**src/hw/rtl/gha_pkg.sv**
```systemverilog
// shared types and codes for the generational handle allocator
// no dependencies; imported by gha_check, generational_handle_allocator and the testbench
`default_nettype none

package gha_pkg;

   localparam int IDX_OUT_W = 10;
   localparam int SER_OUT_W = 16;

   typedef enum logic [1:0] {
      REQ_CREATE   = 2'd0,
      REQ_REMOVE   = 2'd1,
      REQ_VALIDATE = 2'd2,
      REQ_UNUSED   = 2'd3
   } req_code_type;

   typedef enum logic [1:0] {
      STATUS_OK      = 2'd0,
      STATUS_INVALID = 2'd1,
      STATUS_FULL    = 2'd2,
      STATUS_UNUSED  = 2'd3
   } status_type;

   typedef struct packed {
      logic issued;
      logic valid;
   } chk_type;

endpackage

`default_nettype wire

```
**src/hw/rtl/gha_check.sv**
```systemverilog
// handle check: issued test, serial match and the bumped serial
// depends on gha_pkg
`default_nettype none

module gha_check #(
   parameter int MAX_ENTITIES = 1024,
   parameter int SERIAL_BITS  = 16
) (
   input  wire logic [gha_pkg::IDX_OUT_W-1:0]           index,
   input  wire logic [gha_pkg::SER_OUT_W-1:0]           serial,
   input  wire logic                                    owned,
   input  wire logic [$clog2(MAX_ENTITIES+1)-1:0]       issued_count,
   input  wire logic [SERIAL_BITS-1:0]                  stored,
   output gha_pkg::chk_type                             chk,
   output logic      [gha_pkg::SER_OUT_W-1:0]           stored_out,
   output logic      [SERIAL_BITS-1:0]                  next_serial,
   output logic      [gha_pkg::SER_OUT_W-1:0]           next_out
);
   import gha_pkg::*;

   localparam int CNT_W  = $clog2(MAX_ENTITIES + 1);
   localparam int CMP_IW = (CNT_W > IDX_OUT_W) ? CNT_W : IDX_OUT_W;
   localparam int CMP_SW = (SERIAL_BITS > SER_OUT_W) ? SERIAL_BITS : SER_OUT_W;

   logic [CMP_IW-1:0]      index_ext;
   logic [CMP_IW-1:0]      issued_ext;
   logic [CMP_SW-1:0]      stored_ext;
   logic [CMP_SW-1:0]      serial_ext;
   logic [CMP_SW-1:0]      next_ext;
   logic [SERIAL_BITS-1:0] bumped;
   logic                   issued;

   assign index_ext  = CMP_IW'(index);
   assign issued_ext = CMP_IW'(issued_count);
   assign issued     = index_ext < issued_ext;

   // a never-issued index reads as serial zero
   assign stored_ext = issued ? CMP_SW'(stored) : '0;
   assign serial_ext = CMP_SW'(serial);

   assign chk.issued = issued;
   assign chk.valid  = owned && issued && (stored_ext == serial_ext);

   // wrap past the top, skipping the reserved zero serial
   assign bumped      = stored + 1'b1;
   assign next_serial = (bumped == '0) ? SERIAL_BITS'(1) : bumped;
   assign next_ext    = CMP_SW'(next_serial);

   assign stored_out = stored_ext[SER_OUT_W-1:0];
   assign next_out   = next_ext[SER_OUT_W-1:0];

endmodule

`default_nettype wire

```
**config.mk**
```make
export PLATFORM = sky130hd
export DESIGN_NAME = gha_check
export DESIGN_NICKNAME = d
export VERILOG_FILES = /design/src/hw/rtl/gha_pkg.sv /design/src/hw/rtl/gha_check.sv
export SDC_FILE = /design/constraint.sdc
export NUM_CORES = 1
export LEC_CHECK = 0
export BUFFER_PORTS_ARGS = -buffer_cell sky130_fd_sc_hd__buf_4
export CORE_MARGIN = 3
export CORE_UTILIZATION = 40
export DETAILED_ROUTE_END_ITERATION = 12
export PLACE_DENSITY = 0.84
export SLEW_MARGIN = 5
export SYNTH_ARGS = -nofsm -noshare
export SYNTH_HDL_FRONTEND = slang
export SYNTH_SLANG_ARGS = --single-unit
```
**constraint.sdc**
```tcl
create_clock -name vclk -period 4
set_input_delay 0.4 -clock vclk [all_inputs]
set_output_delay 0.4 -clock vclk [all_outputs]
set_load 0.05 [all_outputs]
```
**Yosys cells after proc, flatten, opt, wreduce, memory -nomap -nowiden**

Cells that the tools add are included.

- $add $sub $neg: 1
- $lt $le $gt $ge: 1
- Equal/unequal tests: 1
- Muxes and demuxes: 2
- Reduce and logical (&&, ||, !) cells: 3

Operators with widths:

| kind | count |
|---|---|
| $mux 16 | 2 |
| $add 16x1->16 const B | 1 |
| $eq 16x16->1 | 1 |
| $logic_not 16->1 | 1 |
| $lt 10x11->1 | 1 |
| $logic_and 1x1->1 | 2 |

- Register bits after elaboration: 0
- Input port bits: 54
- Output and inout bits: 50

**Depth between registers and ports, before layout**

- Depth in word-level cells: 4
- Gate-level depth with buffers: 8
- Gate-level depth less buffers: 7

**Worst setup path before layout**

OpenSTA, ideal clock, no wires.

- Path type: input -> output
- Start point: in stored[2]
- End point: out next_serial[1]
- Data arrival time: 3,543 ps
- Required time: 3,600 ps
- Setup slack: 57 ps
- Stages: 7
- Path buffers: 2
- Cells stage by stage: buf_4 nand3_1 nor3_1 xor2_1 a2111oi_2 a21boi_0 buf_4

- Cells in the longest elaborated chain, start to end: 3

Ends and longest elaborated chain:

| what | line | RTL |
|---|---|---|
| start: declaration | gha_check.sv:13 | `input wire logic [SERIAL_BITS-1:0] stored,` |
| $add 16x1->16 | gha_check.sv:45 | `assign bumped = stored + 1'b1;` |
| $logic_not 16->1 | gha_check.sv:46 | `assign next_serial = (bumped == '0) ? SERIAL_BITS'(1) : bumped;` |
| $mux 16 | gha_check.sv:46 |  |
| end: declaration | gha_check.sv:16 | `output logic [SERIAL_BITS-1:0] next_serial,` |

No other way between the ends.

==> key figures <==
Timing
  • Worst-margin pin slew: 1.13 ns
  • Fmax: 0.371 GHz
  • Final period util: 0.673
  • Final Hold Fails: 0
  • Max transition margin: 0.241
  • Pins Over Slew Limit: 0
  • Final setup vio count: 0
  • Tmin final: 2.69 ns
  • Final Worst Setup Slack: 1.31 ns
  • Final setup TNS: 0 ns
  • Setup repair after global routing missed its margin: false

Placement
  • Detailed Place HPWL: 3.10 mm
  • Placed Cells: 286
  • Port buffer count: 104
  • GPL Wtd Cong: 0.830
  • Place WS: 1.34 ns
  • Post-DP Area: 1830 um^2

Routing
  • Routed Antenna Nets: 0
  • Drt wl/cell: 12.7 um
  • Vias/cell: 5.08
  • Drt drc: 0
  • Drt initial violations: 47
  • Via count of the routed design: 1453
  • TritonRoute pass-1 iters: 4
  • Final wirelength: 3.62 mm

Worst setup path
  • Crit path max fanout: 18
  • Critical Path AT: 2.29 ns
  • CP Capture Type: primary output
  • Critical Path Sink: chk[1]
  • CP Launch Type: input port
  • CP startpoint: index[1]
  • Critical path class: in -> out
  • Worst endpoint required time: 3.60 ns

Power and ir drop
  • Total power: 0.334 mW
  • Static Leakage: 0.944 nW
  • Switching power: 0.215 mW
  • Gate power share: 1.000
  • Internal power: 0.119 mW
  • Pwr/cell area: 182 nW/um^2
  • Clk pwr share: 0
  • Flop pwr share: 0
  • Sw Ratio: 0.645
  • Peak VDD IR: 0.111 mV

Die
  • Initial Util: 0.428
  • Die width: 60.8 um
  • Rows: 19
  • Ports: 104
  • Die Area: 3700 um^2
  • Die Height: 60.8 um
  • Core ar.: 2810 um^2

Global route
  • First-pass GRT wire length: 5.53 mm
  • Number of global-route vias before repair: 1276
  • Largest net degree at the start of global routing: 19
  • Initial antenna violation count: 0
  • Gr ovfl total: 0
  • All-Layer GR Usage: 0.187

Synth
  • Synth Area per Inst: 6.60 um^2
  • Simple-gate share of the synthesized area: 0.266
  • Top post-synthesis cells by count: nand2_1 (24), xnor2_1 (23), a21oi_1 (21)
  • Synth area leaders: xnor2_1 (17%), buf_4 (13%), ha_1 (10%)
  • Mapped Nets: 246
  • Sequential share of the synthesized area: 0
  • Leading area contributor after synthesis: xnor2_1
  • Unique masters post-synth: 35
  • Mux cell area share after synthesis: 0.00833
  • Syn Inst Count: 182
  • Synth top area share: 0.168
  • Warnings, synthesis: 0
  • Synth Area in Compound Gates: 0.172
  • Main combinational cell family by area after synthesis: simple AND/OR/NAND/NOR gates
  • Synth Area in Adders: 0.104
  • Xor-xnor portion of the synthesized cell area: 0.248
  • Most common cell in the synthesized netlist: nand2_1
  • Post-Syn Area: 1200 um^2

Clock network
  • Post-CTS Setup Bufs: 0
  • Resized cells post-CTS: 0
  • Hold buffer count at cts: 0

Finish
  • # diodes: 0
  • Cell area after layout: 1830 um^2
  • Final nets: 321
  • Clock buf count: 0
  • Fill count: 269
  • FF+latch count: 0
  • Layout Cells excl Fill: 286
  • FF/Latch Area: 0 um^2
  • Area delta synth->final: 52.5%
  • Share of post-route cells with drive strength above 1: 0.439

Min path
  • Min-Delay Path Class: in -> out

Status
  • Status: finished clean

Flow run
  • Max-cap violations: 0
## cells by family after synthesis
group | Yosys count
XOR/XNOR | 34
buffers and inverters | 43
AO/OA/AOI/OAI | 34
multiplexers | 1
AND/OR/NAND/NOR | 60
adder cells (fa/ha/maj) | 10
## worst max-delay path: stages
cell      delay, ns
buf_4          0.11
ha_1           0.26
a21o_1         0.10
a21oi_1        0.06
o21ai_1        0.88
a21boi_0       0.22
buf_4          0.26
## layout by cell type (no fill, tap or decap), types with 2 or more instances in the layout
cell type,count
a21oi_1,21
nand4_1,4
or3_1,2
nand2_1,24
ha_1,10
nand3_1,10
xor2_1,11
a21boi_0,2
nor2_1,7
buf_4,105
nor3_1,4
inv_1,11
xnor2_1,23
o21ai_0,2
## cell type report
type	instances	area (um^2)	share of cell area
inverter	11	41.3	0.0225
timing repair buffer	105	788	0.430
multi-input combinational	139	963	0.526
tap	31	38.8	0.0212
## power by group through the flow
| stage | logic [mW] | registers (mW) | clock network, mW |
|---|---|---|---|
| floorplan | 0.238 | 0 | 0 |
| global placement | 0.331 | 0 | 0 |
| finish | 0.334 | 0 | 0 |
| detailed placement | 0.334 | 0 | 0 |
| global route | 0.356 | 0 | 0 |
| CTS | 0.335 | 0 | 0 |
## how the worst min path moves through the flow
| stage | from | end | slack (ns) | cells past startpoint |
|---|---|---|---|---|
| 2_1_floorplan | stored[0] | stored_out[0] | 1.02 | 2 |
| 3_3_place_gp | owned | chk[0] | 1.18 | 4 |
| 3_5_place_dp | owned | chk[0] | 1.19 | 4 |
| 4_1_cts | owned | chk[0] | 1.19 | 4 |
| 5_1_grt | owned | chk[0] | 1.20 | 4 |
| 6_report | owned | chk[0] | 1.18 | 4 |
## layer usage
metal	GRT usage	vias up	routed length, um
met4	0.0248	0	36
met1	0.238	643	1470
li1	-	741	-
met2	0.353	65	1800
met5	0	-	0
met3	0.0106	4	317
## metrics by stage
step	util	hold WS, ns
finish	0.653	1.18
global route	0.653	1.20
CTS	0.653	1.19
detailed placement	0.653	1.19
global placement	0.653	1.18
floorplan	-	1.02
Note: power is estimated with default switching activity, not from simulation.
